File: config.mk
export PLATFORM = sky130hd
export DESIGN_NAME = indexed_pixel_line_expander
export DESIGN_NICKNAME = d
export VERILOG_FILES = /design/src/sv/ipx_pkg.sv /design/src/sv/indexed_pixel_line_expander.sv /design/src/sv/ipx_front.sv /design/src/sv/ipx_fifo.sv /design/src/sv/ipx_back.sv
export SDC_FILE = /design/constraint.sdc
export NUM_CORES = 2
export LEC_CHECK = 0
export BUFFER_PORTS_ARGS = -buffer_cell sky130_fd_sc_hd__buf_2
export CAP_MARGIN = 20
export CORE_UTILIZATION = 41
export DETAILED_ROUTE_END_ITERATION = 6
export HOLD_SLACK_MARGIN = 0.06
export PLACE_DENSITY_LB_ADDON = 0.08
export SLEW_MARGIN = 20
export SYNTH_ARGS = -nofsm -noshare
export SYNTH_HDL_FRONTEND = slang
export SYNTH_MEMORY_MAX_BITS = 65536
export SYNTH_SLANG_ARGS = --single-unit
export TNS_END_PERCENT = 30
File: constraint.sdc
create_clock -name clk_i -period 3.8 [get_ports clk_i]
set_clock_uncertainty 0.05 [all_clocks]
set_input_delay 0 -clock clk_i [delete_from_list [all_inputs] [get_ports clk_i]]
set_output_delay 0 -clock clk_i [all_outputs]
set_load 0.02 [all_outputs]
File: src/sv/ipx_pkg.sv
// ----------------------------------------------------------------------------
// ipx_pkg
// Shared constants, codes and types of the indexed pixel line expander.
// ----------------------------------------------------------------------------
package ipx_pkg;

  localparam int PALETTE_ENTRIES = 256;
  localparam int ACTIVE_WIDTH    = 320;
  localparam int LINE_WIDTH      = 360;
  localparam int MAX_PITCH       = 4096;

  localparam int PAL_AW       = (PALETTE_ENTRIES > 1) ? $clog2(PALETTE_ENTRIES) : 1;
  localparam int MARGIN_TOTAL = (LINE_WIDTH > ACTIVE_WIDTH) ? (LINE_WIDTH - ACTIVE_WIDTH) : 0;
  localparam int LEFT_MARGIN  = MARGIN_TOTAL / 2;
  localparam int RIGHT_MARGIN = MARGIN_TOTAL - LEFT_MARGIN;
  localparam int MCNT_W       = (RIGHT_MARGIN > 1) ? $clog2(RIGHT_MARGIN + 1) : 1;

  localparam int COL_W   = 12;
  localparam int ROW_W   = 10;
  localparam int PITCH_W = 13;
  localparam int BLANK_W = 10;
  localparam int CFG_W   = 13;
  localparam int RGB_W   = 24;
  localparam int PIX_W   = 16;
  localparam int IDX_W   = 8;

  localparam int S_TDATA_W = 48;
  localparam int M_TDATA_W = 16;

  localparam int FIFO_DEPTH = 2;
  localparam int FIFO_AW    = $clog2(FIFO_DEPTH);

  // Input item kinds (tuser)
  localparam logic OP_PALETTE = 1'b0;
  localparam logic OP_PIXEL   = 1'b1;

  // Configuration register indexes
  localparam logic CFG_SOURCE_PITCH = 1'b0;
  localparam logic CFG_BLANK_ROWS   = 1'b1;

  typedef enum logic {
    CMD_WRITE,
    CMD_PIXEL
  } cmd_kind_e;

  typedef enum logic [1:0] {
    BK_IDLE,
    BK_LEFT,
    BK_PIX,
    BK_RIGHT
  } back_state_e;

  typedef struct packed {
    cmd_kind_e          kind;
    logic [PAL_AW-1:0]  addr;
    logic [PIX_W-1:0]   data;
    logic               blank;
    logic               first_col;
    logic               last_col;
  } cmd_t;

  function automatic logic [PIX_W-1:0] to_rgb565(input logic [RGB_W-1:0] rgb);
    to_rgb565 = {rgb[23:19], rgb[15:10], rgb[7:3]};
  endfunction

endpackage

File: src/sv/indexed_pixel_line_expander.sv
// ----------------------------------------------------------------------------
// indexed_pixel_line_expander
// Palette lookup of 8-bit framebuffer indices into RGB565 display lines.
// ----------------------------------------------------------------------------
// Input stream: tuser selects a palette write (0) or a pixel byte (1). Palette
// writes store the truncated RGB565 color and emit nothing. Pixel bytes in the
// first 320 columns of a row emit one beat each; the first is preceded by 20
// black beats and the last followed by 20, giving 360-beat lines. Columns past
// 320 up to source_pitch emit nothing. frame_start restarts row and column.
// Output stream: tdata is the RGB565 pixel, tlast marks the final beat of one
// input item, tuser marks the last beat of a line.
// Config channel: always ready; write only while the block is idle.
// Path: input beat, command queue, palette read, output register. Throughput:
// a pixel pops with its palette read, its beat written before the next pop;
// margin beats one per cycle while the receiver is ready, palette writes one
// per cycle; set by the single-ported palette sequencer in the back end.
// Reset clears counters, queue pointers and tvalid and loads source_pitch 320
// and blank_rows 32; palette contents are undefined until written.
// A stalled receiver holds the output register; the two-entry command queue
// fills and then input tready drops.
// ----------------------------------------------------------------------------
module indexed_pixel_line_expander
  import ipx_pkg::*;
(
  input  logic                 clk_i,
  input  logic                 rst_ni,
  input  logic                 s_axis_tvalid,
  output logic                 s_axis_tready,
  // frame_start, pixel_index, entry_number, entry_rgb, zero pad
  input  logic [S_TDATA_W-1:0] s_axis_tdata,
  // op
  input  logic                 s_axis_tuser,
  input  logic                 cfg_valid_i,
  output logic                 cfg_ready_o,
  input  logic                 cfg_index_i,
  input  logic [CFG_W-1:0]     cfg_data_i,
  output logic                 m_axis_tvalid,
  input  logic                 m_axis_tready,
  // pixel_rgb565
  output logic [M_TDATA_W-1:0] m_axis_tdata,
  // last_of_run
  output logic                 m_axis_tlast,
  // end_of_line
  output logic                 m_axis_tuser
);

  cmd_t push_cmd;
  cmd_t pop_cmd;
  logic push;
  logic pop;
  logic full;
  logic empty;

  ipx_front u_front (
    .clk_i         (clk_i),
    .rst_ni        (rst_ni),
    .s_axis_tvalid (s_axis_tvalid),
    .s_axis_tready (s_axis_tready),
    .s_axis_tdata  (s_axis_tdata),
    .s_axis_tuser  (s_axis_tuser),
    .cfg_valid_i   (cfg_valid_i),
    .cfg_ready_o   (cfg_ready_o),
    .cfg_index_i   (cfg_index_i),
    .cfg_data_i    (cfg_data_i),
    .full_i        (full),
    .push_o        (push),
    .cmd_o         (push_cmd)
  );

  ipx_fifo u_fifo (
    .clk_i   (clk_i),
    .rst_ni  (rst_ni),
    .push_i  (push),
    .cmd_i   (push_cmd),
    .full_o  (full),
    .pop_i   (pop),
    .empty_o (empty),
    .cmd_o   (pop_cmd)
  );

  ipx_back u_back (
    .clk_i         (clk_i),
    .rst_ni        (rst_ni),
    .empty_i       (empty),
    .cmd_i         (pop_cmd),
    .pop_o         (pop),
    .m_axis_tvalid (m_axis_tvalid),
    .m_axis_tready (m_axis_tready),
    .m_axis_tdata  (m_axis_tdata),
    .m_axis_tlast  (m_axis_tlast),
    .m_axis_tuser  (m_axis_tuser)
  );

endmodule

File: src/sv/ipx_front.sv
// ----------------------------------------------------------------------------
// ipx_front
// Accepts input beats, holds config and row/column counters, classifies each
// beat into a palette write or a pixel command for the back end.
// ----------------------------------------------------------------------------
module ipx_front
  import ipx_pkg::*;
(
  input  logic                 clk_i,
  input  logic                 rst_ni,
  input  logic                 s_axis_tvalid,
  output logic                 s_axis_tready,
  input  logic [S_TDATA_W-1:0] s_axis_tdata,
  input  logic                 s_axis_tuser,
  input  logic                 cfg_valid_i,
  output logic                 cfg_ready_o,
  input  logic                 cfg_index_i,
  input  logic [CFG_W-1:0]     cfg_data_i,
  input  logic                 full_i,
  output logic                 push_o,
  output cmd_t                 cmd_o
);

  logic [PITCH_W-1:0] pitch_q;
  logic [BLANK_W-1:0] blank_q;
  logic [COL_W-1:0]   col_q, col_d;
  logic [ROW_W-1:0]   row_q, row_d;

  logic               frame_start;
  logic [IDX_W-1:0]   pixel_index;
  logic [IDX_W-1:0]   entry_number;
  logic [RGB_W-1:0]   entry_rgb;

  logic               accept;
  logic [PITCH_W-1:0] pitch_eff;
  logic [COL_W-1:0]   col_cur;
  logic [ROW_W-1:0]   row_cur;
  logic [PITCH_W-1:0] col_inc;
  logic               active;
  logic               entry_ok;
  logic               index_ok;

  // tdata: frame_start, pixel_index, entry_number, entry_rgb
  assign frame_start  = s_axis_tdata[0];
  assign pixel_index  = s_axis_tdata[8:1];
  assign entry_number = s_axis_tdata[16:9];
  assign entry_rgb    = s_axis_tdata[40:17];

  assign s_axis_tready = !full_i;
  assign accept        = s_axis_tvalid && s_axis_tready;
  assign cfg_ready_o   = 1'b1;

  always_ff @(posedge clk_i or negedge rst_ni) begin
    if (!rst_ni) begin
      pitch_q <= PITCH_W'(320);
      blank_q <= BLANK_W'(32);
    end else if (cfg_valid_i) begin
      case (cfg_index_i)
        CFG_SOURCE_PITCH: pitch_q <= cfg_data_i[PITCH_W-1:0];
        CFG_BLANK_ROWS:   blank_q <= cfg_data_i[BLANK_W-1:0];
        default: ;
      endcase
    end
  end

  always_comb begin
    if (pitch_q < PITCH_W'(ACTIVE_WIDTH)) begin
      pitch_eff = PITCH_W'(ACTIVE_WIDTH);
    end else if (pitch_q > PITCH_W'(MAX_PITCH)) begin
      pitch_eff = PITCH_W'(MAX_PITCH);
    end else begin
      pitch_eff = pitch_q;
    end
  end

  assign col_cur  = frame_start ? '0 : col_q;
  assign row_cur  = frame_start ? '0 : row_q;
  assign col_inc  = {1'b0, col_cur} + PITCH_W'(1);
  assign active   = col_cur < COL_W'(ACTIVE_WIDTH);
  assign entry_ok = {1'b0, entry_number} < (IDX_W + 1)'(PALETTE_ENTRIES);
  assign index_ok = {1'b0, pixel_index} < (IDX_W + 1)'(PALETTE_ENTRIES);

  always_comb begin
    col_d = col_q;
    row_d = row_q;
    if (accept && (s_axis_tuser == OP_PIXEL)) begin
      if (col_inc >= pitch_eff) begin
        col_d = '0;
        row_d = row_cur + ROW_W'(1);
      end else begin
        col_d = col_inc[COL_W-1:0];
        row_d = row_cur;
      end
    end
  end

  always_ff @(posedge clk_i or negedge rst_ni) begin
    if (!rst_ni) begin
      col_q <= '0;
      row_q <= '0;
    end else begin
      col_q <= col_d;
      row_q <= row_d;
    end
  end

  always_comb begin
    cmd_o           = '0;
    cmd_o.data      = to_rgb565(entry_rgb);
    cmd_o.blank     = (row_cur < blank_q) || !index_ok;
    cmd_o.first_col = (col_cur == '0);
    cmd_o.last_col  = (col_cur == COL_W'(ACTIVE_WIDTH - 1));
    if (s_axis_tuser == OP_PIXEL) begin
      cmd_o.kind = CMD_PIXEL;
      cmd_o.addr = pixel_index[PAL_AW-1:0];
      push_o     = accept && active;
    end else begin
      cmd_o.kind = CMD_WRITE;
      cmd_o.addr = entry_number[PAL_AW-1:0];
      push_o     = accept && entry_ok;
    end
  end

endmodule

File: src/sv/ipx_fifo.sv
// ----------------------------------------------------------------------------
// ipx_fifo
// Short command queue between front and back end.
// ----------------------------------------------------------------------------
module ipx_fifo
  import ipx_pkg::*;
(
  input  logic clk_i,
  input  logic rst_ni,
  input  logic push_i,
  input  cmd_t cmd_i,
  output logic full_o,
  input  logic pop_i,
  output logic empty_o,
  output cmd_t cmd_o
);

  cmd_t                 slot_q [FIFO_DEPTH];
  logic [FIFO_AW-1:0]   wr_ptr_q;
  logic [FIFO_AW-1:0]   rd_ptr_q;
  logic [FIFO_AW:0]     count_q;

  assign full_o  = (count_q == (FIFO_AW + 1)'(FIFO_DEPTH));
  assign empty_o = (count_q == '0);
  assign cmd_o   = slot_q[rd_ptr_q];

  always_ff @(posedge clk_i) begin
    if (push_i) begin
      slot_q[wr_ptr_q] <= cmd_i;
    end
  end

  always_ff @(posedge clk_i or negedge rst_ni) begin
    if (!rst_ni) begin
      wr_ptr_q <= '0;
      rd_ptr_q <= '0;
      count_q  <= '0;
    end else begin
      if (push_i) begin
        wr_ptr_q <= (wr_ptr_q == FIFO_AW'(FIFO_DEPTH - 1)) ? '0 : wr_ptr_q + FIFO_AW'(1);
      end
      if (pop_i) begin
        rd_ptr_q <= (rd_ptr_q == FIFO_AW'(FIFO_DEPTH - 1)) ? '0 : rd_ptr_q + FIFO_AW'(1);
      end
      case ({push_i, pop_i})
        2'b10:   count_q <= count_q + (FIFO_AW + 1)'(1);
        2'b01:   count_q <= count_q - (FIFO_AW + 1)'(1);
        default: count_q <= count_q;
      endcase
    end
  end

endmodule

File: src/sv/ipx_back.sv
// ----------------------------------------------------------------------------
// ipx_back
// Palette memory and line sequencer: performs palette writes, looks up pixel
// colors and emits margin, pixel and end-of-line beats into the output register.
// ----------------------------------------------------------------------------
module ipx_back
  import ipx_pkg::*;
(
  input  logic                 clk_i,
  input  logic                 rst_ni,
  input  logic                 empty_i,
  input  cmd_t                 cmd_i,
  output logic                 pop_o,
  output logic                 m_axis_tvalid,
  input  logic                 m_axis_tready,
  output logic [M_TDATA_W-1:0] m_axis_tdata,
  output logic                 m_axis_tlast,
  output logic                 m_axis_tuser
);

  back_state_e       state_q, state_d;
  logic [PIX_W-1:0]  pal_mem [PALETTE_ENTRIES];
  logic [PIX_W-1:0]  rd_data_q;
  logic              blank_q;
  logic              last_col_q;
  logic [MCNT_W-1:0] cnt_q, cnt_d;

  logic              out_valid_q;
  logic [PIX_W-1:0]  out_data_q;
  logic              out_last_q;
  logic              out_eol_q;

  logic              out_free;
  logic              mem_we;
  logic              mem_re;
  logic              emit;
  logic [PIX_W-1:0]  emit_data;
  logic              emit_last;
  logic              emit_eol;
  logic              right_run;

  assign out_free  = !out_valid_q || m_axis_tready;
  assign right_run = last_col_q && (RIGHT_MARGIN > 0);

  // next state
  always_comb begin
    state_d = state_q;
    case (state_q)
      BK_IDLE: begin
        if (!empty_i && (cmd_i.kind == CMD_PIXEL)) begin
          state_d = (cmd_i.first_col && (LEFT_MARGIN > 0)) ? BK_LEFT : BK_PIX;
        end
      end
      BK_LEFT: begin
        if (out_free && (cnt_q == MCNT_W'(1))) begin
          state_d = BK_PIX;
        end
      end
      BK_PIX: begin
        if (out_free) begin
          state_d = right_run ? BK_RIGHT : BK_IDLE;
        end
      end
      BK_RIGHT: begin
        if (out_free && (cnt_q == MCNT_W'(1))) begin
          state_d = BK_IDLE;
        end
      end
      default: state_d = BK_IDLE;
    endcase
  end

  // outputs
  always_comb begin
    pop_o     = 1'b0;
    mem_we    = 1'b0;
    mem_re    = 1'b0;
    emit      = 1'b0;
    emit_data = '0;
    emit_last = 1'b0;
    emit_eol  = 1'b0;
    cnt_d     = cnt_q;
    case (state_q)
      BK_IDLE: begin
        if (!empty_i) begin
          pop_o = 1'b1;
          if (cmd_i.kind == CMD_PIXEL) begin
            mem_re = 1'b1;
            cnt_d  = MCNT_W'(LEFT_MARGIN);
          end else begin
            mem_we = 1'b1;
          end
        end
      end
      BK_LEFT: begin
        if (out_free) begin
          emit  = 1'b1;
          cnt_d = cnt_q - MCNT_W'(1);
        end
      end
      BK_PIX: begin
        if (out_free) begin
          emit      = 1'b1;
          emit_data = blank_q ? '0 : rd_data_q;
          emit_last = !right_run;
          // with a right margin the line ends on its last margin beat
          emit_eol  = last_col_q && !right_run;
          cnt_d     = MCNT_W'(RIGHT_MARGIN);
        end
      end
      BK_RIGHT: begin
        if (out_free) begin
          emit      = 1'b1;
          emit_last = (cnt_q == MCNT_W'(1));
          emit_eol  = (cnt_q == MCNT_W'(1));
          cnt_d     = cnt_q - MCNT_W'(1);
        end
      end
      default: ;
    endcase
  end

  always_ff @(posedge clk_i) begin
    if (mem_we) begin
      pal_mem[cmd_i.addr] <= cmd_i.data;
    end
    if (mem_re) begin
      rd_data_q  <= pal_mem[cmd_i.addr];
      blank_q    <= cmd_i.blank;
      last_col_q <= cmd_i.last_col;
    end
  end

  always_ff @(posedge clk_i or negedge rst_ni) begin
    if (!rst_ni) begin
      state_q     <= BK_IDLE;
      cnt_q       <= '0;
      out_valid_q <= 1'b0;
    end else begin
      state_q <= state_d;
      cnt_q   <= cnt_d;
      if (emit) begin
        out_valid_q <= 1'b1;
      end else if (m_axis_tready) begin
        out_valid_q <= 1'b0;
      end
    end
  end

  always_ff @(posedge clk_i) begin
    if (emit) begin
      out_data_q <= emit_data;
      out_last_q <= emit_last;
      out_eol_q  <= emit_eol;
    end
  end

  assign m_axis_tvalid = out_valid_q;
  assign m_axis_tdata  = out_data_q;
  assign m_axis_tlast  = out_last_q;
  assign m_axis_tuser  = out_eol_q;

endmodule
# After elaboration in Yosys (flattened, before gate mapping)
# Memory sizes are Yosys's and may differ from the RTL's. A register that Yosys moved wholly into a read port is not among the register bits.
# Index checks and enable logic that the tools add are counted.
# classes
n_lt_le_gt_ge,5
addsub,7
n_bitwise,3
eq_ne,15
muxes,42
n_reduce_logical,22
# ops
cell,count
2-to-1 mux 13 bit,2
2-to-1 mux 12 bit,2
2-to-1 mux 1 bit,21
2-to-1 mux 10 bit,2
2-to-1 mux 5 bit,4
one-hot mux 5 bit (3 select lines),1
"adder 12 x 1 -> 13 bit, second input constant",1
>= comparator 13 bit,1
"> comparator 13 bit, second input constant",1
"< comparator 13 x 9 -> 1 bit, second input constant",1
"== test 12 x 9 -> 1 bit, second input constant",1
zero test 12 bit,1
"< comparator 12 x 9 -> 1 bit, second input constant",1
2-to-1 mux 2 bit,6
"adder 10 x 1 -> 10 bit, second input constant",1
< comparator 10 bit,1
"!= test 2 x 1 -> 1 bit, second input constant",5
2-to-1 mux 9 bit,1
"== test 2 bit, second input constant",4
one-hot mux 2 bit (4 select lines),1
AND reduction 4 bit,2
OR reduction 3 bit,2
"== test 5 x 1 -> 1 bit, second input constant",1
logical AND 1 bit,5
other kinds (15),26
# word_totals
memories,2
reg_bits,77
inputBits,68
wordCells,111
ram_bits,4152
output_inout_bits,21
# mem_list
name,words,width,rd,rd_clocked_by_memory_dff,wr,line,text
u_back.pal_mem,256,16,1,1,1,ipx_back.sv:22,logic [PIX_W-1:0] pal_mem [PALETTE_ENTRIES];
u_fifo.slot_q,2,28,1,0,1,ipx_fifo.sv:18,cmd_t slot_q [FIFO_DEPTH];

# Longest topological paths before layout
# logic_depth
word_depth,7
depth_mapped,18

# Cells and area by module
# A second synthesis with hierarchy kept.
# hier_totals
hier_cells,7260
hier_area_um2,161964.1
# by_module_without_submodules
mod,cells_per_inst,area_each_um2,n_inst
ipx_back,6797,156410.0,1
ipx_front,360,3301.9,1
ipx_fifo,103,2252.2,1

# Least setup slack after synthesis
# Ideal clock, no wire load.
# synth_path
path_type,reg2reg
startpoint,reg u_fifo.rd_ptr_q
endpoint,mem u_back.pal_mem[0][0] (data pin)
arrival_time_ns,3.464
stages_incl_launch_ff,7
setup_time_ns,0.555
path_slack_ns,-0.270
path_buffers,5
required_time_ns,3.195
cell_sequence,dfrtp_1 -> buf_6 -> buf_2 -> buf_2 -> buf_1 -> clkbuf_1 -> mux2_2
# synth_rtl
item,line,text
from (decl),ipx_fifo.sv:20,logic [FIFO_AW-1:0] rd_ptr_q;
from (signal assigned),ipx_fifo.sv:43,rd_ptr_q <= (rd_ptr_q == FIFO_AW'(FIFO_DEPTH - 1)) ? '0 : rd_ptr_q + FIFO_AW'(1);
to (decl),ipx_back.sv:22,

# Worst setup path after layout
# layout_path
startpoint,reg u_fifo.rd_ptr_q
endpoint,reg u_back.rd_data_q[13] (read register of u_back.pal_mem) (data pin)
# layout_between
elab_chain_cells,4
# layout_lines
item,line,text
memory (2 x 28 bit) *,--,
2-to-1 mux 1 bit,ipx_back.sv:87,if (cmd_i.kind == CMD_PIXEL) begin
2-to-1 mux 1 bit,ipx_back.sv:85,if (!empty_i) begin
2-to-1 mux 1 bit,ipx_back.sv:83,case (state_q)
to (decl),ipx_back.sv:23,logic [PIX_W-1:0] rd_data_q;
# Every way passes the cells marked *; elsewhere a longest branch is shown, timed or not.
# A chain may end at the register's enable or synchronous reset.

==> results.cfg <==
[place]
io_buffers = 72
dp_hpwl_um = 281000
gp_congestion = 0.799
placed_cells = 13900
place_ws_ns = -0.572
place_area_um2 = 178000

[yosys]
synthesis.nets = 8293
synth_edf_count = 4188
ys_types = 56
synth_ff_type = edfxtp_1
ys_seq_elements = 4245
yosysWarnings = 0
seq_area_frac_synth_pct = 78.0
netlist_instances = 8197
avgSynthCellArea_um2 = 19.9
async_flop_share_pct = 1.34
netlist_area_um2 = 163000

[grt]
grt_max_degree = 108
antenna_found_initial = 26
first_global_vias = 84800
grt-ovfl-total = 0
grt_pass1_wl_um = 648000
grt_usage_pct = 22.8

[floorplanning]
fp-row-count = 231
initial_utilization_pct = 41.2
dieArea_um2 = 400000
fp.dieH_um = 633
ios = 89
core_um2 = 396000
die_w_um = 633

[critical_path]
critical-path-max-stage-delay_ns = 0.53
crit_fanout = 10
r2r_slack_ns = 0.03
cp_data_required_time_ns = 4.47
cp-start-kind = register
critPathLaunch = u_fifo.rd_ptr_q
crit_path_end_kind = register
slowest_stage = dfrtp_4
cp_cell_sequence = mux2_8 -> buf_16 -> buf_16 -> buf_4 -> clkbuf_16 -> mux4_2 -> a211oi_1 -> o22ai_1 -> buf_4 -> o21ai_1 -> buf_4 -> nand4_1
critPathMostFrequentCell = buf_4
arrival_ns = 4.45
r2r_cells = 12
critical_path.endpoint = u_back.rd_data_q[13]
path_class = reg2reg
r2r-end = u_back.rd_data_q[13]
r2r-start = u_fifo.rd_ptr_q

[final_layout]
drive_above_1_share_pct = 24.6
synthToLayoutAreaGrowth_pct = 19.7
finish.utilization_pct = 49.3
final_area_um2 = 195000
mostFrequentLayoutCell = edfxtp_1
fin_nets = 9384
final_cell_mix = edfxtp_1 (4,188), mux2i_1 (1,028), buf_4 (670), mux4_2 (512), clkbuf_16 (463)
layout.cells.non_filler = 14900

[routing]
wirelength_um = 464000
dr.first_iter.drc_count = 7621
num_vias = 83800
drc = 0
wire_per_inst_um = 31.1
first_pass_iters = 6
vias_per_cell = 5.62
ant_nets = 0

[sta]
whs_ns = 0.120
tightestPinTransition_ns = 1.09
finalHoldViolCount = 0
fin_tns_setup_ns = 0
slew-limit-headroom_pct = 27.1
max_freq_ghz = 0.265
slew_violations = 0
period_needed_ns = 3.77
setup_viol = 0
fin_ws_ns = 0.0253
fin_crit_sh_pct = 99.3
rsz0062_at_grt = yes

[min_path]
min_path_cells = 3
min_path_type = in2reg

[clock_network]
numCtsBuffers = 449
clkSlewWorstSetupHoldPaths_ns = 0.06
cts.sinks = 4245
ctsLongestPathBuffers = 4
root_buffer = clkbuf_16
cts_tree = done
htreeDepth = 5
clk_latency_ns = 0.98

[power_and_ir_drop]
vdd_drop_max_mv = 0.691
total_power_mw = 145
powerDensity_nw_per_um2 = 742
leakage_nw = 65.1

[status]
status = complete, no violations

[flow_run]
maxCapViolCount = 0
-- cells in the mapped netlist, types with 3 or more instances --
cell type / n / area share, %
and3_1: 12 / 0.046
dfrtp_1: 54 / 0.83
buf_6: 38 / 0.26
o21ai_1: 61 / 0.19
mux4_2: 512 / 7.1
xnor2_1: 10 / 0.054
nand2_1: 348 / 0.80
ha_1: 28 / 0.21
mux2_2: 50 / 0.35
and2_1: 22 / 0.084
o22ai_1: 387 / 1.5
buf_1: 44 / 0.10
dfstp_2: 3 / 0.048
edfxtp_1: 4188 / 77
buf_2: 135 / 0.41
nor2b_1: 16 / 0.061
o21ai_0: 26 / 0.080
a211oi_1: 256 / 1.2
xor2_1: 8 / 0.043
nand2b_1: 15 / 0.058
nor3_1: 13 / 0.040
nor2_1: 284 / 0.65
nand4_1: 21 / 0.081
o221ai_1: 256 / 1.4
and4b_1: 3 / 0.018
a21oi_1: 11 / 0.034
inv_1: 24 / 0.055
nand3_1: 19 / 0.058
o32ai_1: 7 / 0.038
buf_4: 6 / 0.028
clkbuf_1: 266 / 0.61
a22o_1: 3 / 0.016
mux2i_1: 1029 / 6.3
a21o_1: 8 / 0.037
a221o_1: 4 / 0.025
-- worst min-delay path by stage --
stage / startpoint / to
2_1_floorplan: rst_ni / u_back.cnt_q[0]
3_3_place_gp: rst_ni / u_back.cnt_q[4]
3_5_place_dp: s_axis_tdata[40] / u_fifo.slot_q[1][18]
4_1_cts: s_axis_tdata[5] / u_fifo.slot_q[0][23]
5_1_grt: s_axis_tdata[6] / u_fifo.slot_q[1][24]
6_report: s_axis_tdata[5] / u_fifo.slot_q[1][23]
-- final cells by class --
type	count	area, um2
Fill cell	32400	201000
Sequential cell	4245	127000
Multi-Input combinational cell	3439	34600
Timing Repair Buffer	1129	12200
Clock buffer	544	11700
Tap cell	5242	6560
Clock inverter	266	2740
Inverter	24	90.1
Antenna cell	21	52.6
-- metal layers --
metal	part of all wire (%)	routed length, um	up-vias	GRT usage [%]
met4	2.7	12700	0	6.41
met1	43	199000	44800	31.4
met5	0	0	-	0
li1	-	-	36100	-
met2	50	230000	2272	38.3
met3	4.9	22900	597	2.63
-- state kept, by name, indices dropped and copies added (netlist names) --
signal                flops
u_back.blank_q            1
u_back.cnt_q              5
u_back.last_col_q         1
u_back.m_axis_tdata      16
u_back.m_axis_tlast       1
u_back.m_axis_tuser       1
u_back.m_axis_tvalid      1
u_back.pal_mem         4096
u_back.rd_data_q         16
u_back.state_q            2
u_fifo.count_q            2
u_fifo.rd_ptr_q           1
u_fifo.slot_q            56
u_fifo.wr_ptr_q           1
u_front.blank_q          10
u_front.col_q            12
u_front.pitch_q          13
u_front.row_q            10
-- cell families after synthesis --
logic type	share of synthesized area, %
adders and majority gates	0.215
AOI/OAI and AO/OA	4.55
muxes	13.7
buffers and inverters	1.47
and+or+nand+nor	1.95
other	0.00230
xor gates and xnor gates	0.0967
DFF	78.0
-- power breakdown --
group / internal, mW / switching, mW / leakage [nW]
combinational: 16.3 / 27.5 / 19.6
clock: 24.9 / 18.2 / 7.06
sequential: 57.6 / 0.264 / 38.4
total: 98.8 / 45.9 / 65.1
-- worst max-delay path: cells and delay by family (launching register included) --
family | cells | cell delay, ns
buffers and inverters | 6 | 1.15
multiplexers | 2 | 0.84
AO/OA/AOI/OAI | 3 | 0.77
flip-flops | 1 | 0.53
AND/OR/NAND/NOR | 1 | 0.10
-- repair_timing --
action / 4_1_cts / 5_1_grt
pin swaps: 10 / 14
gates resized for setup: 83 / 77
hold endpoints to repair: 261 / 0
gates cloned: 5 / 9
setup buffers: 16 / 16
setup endpoints to repair: 16 / 19
hold buffers: 104 / 0
No activity file was read; power rests on OpenSTA's default activity.
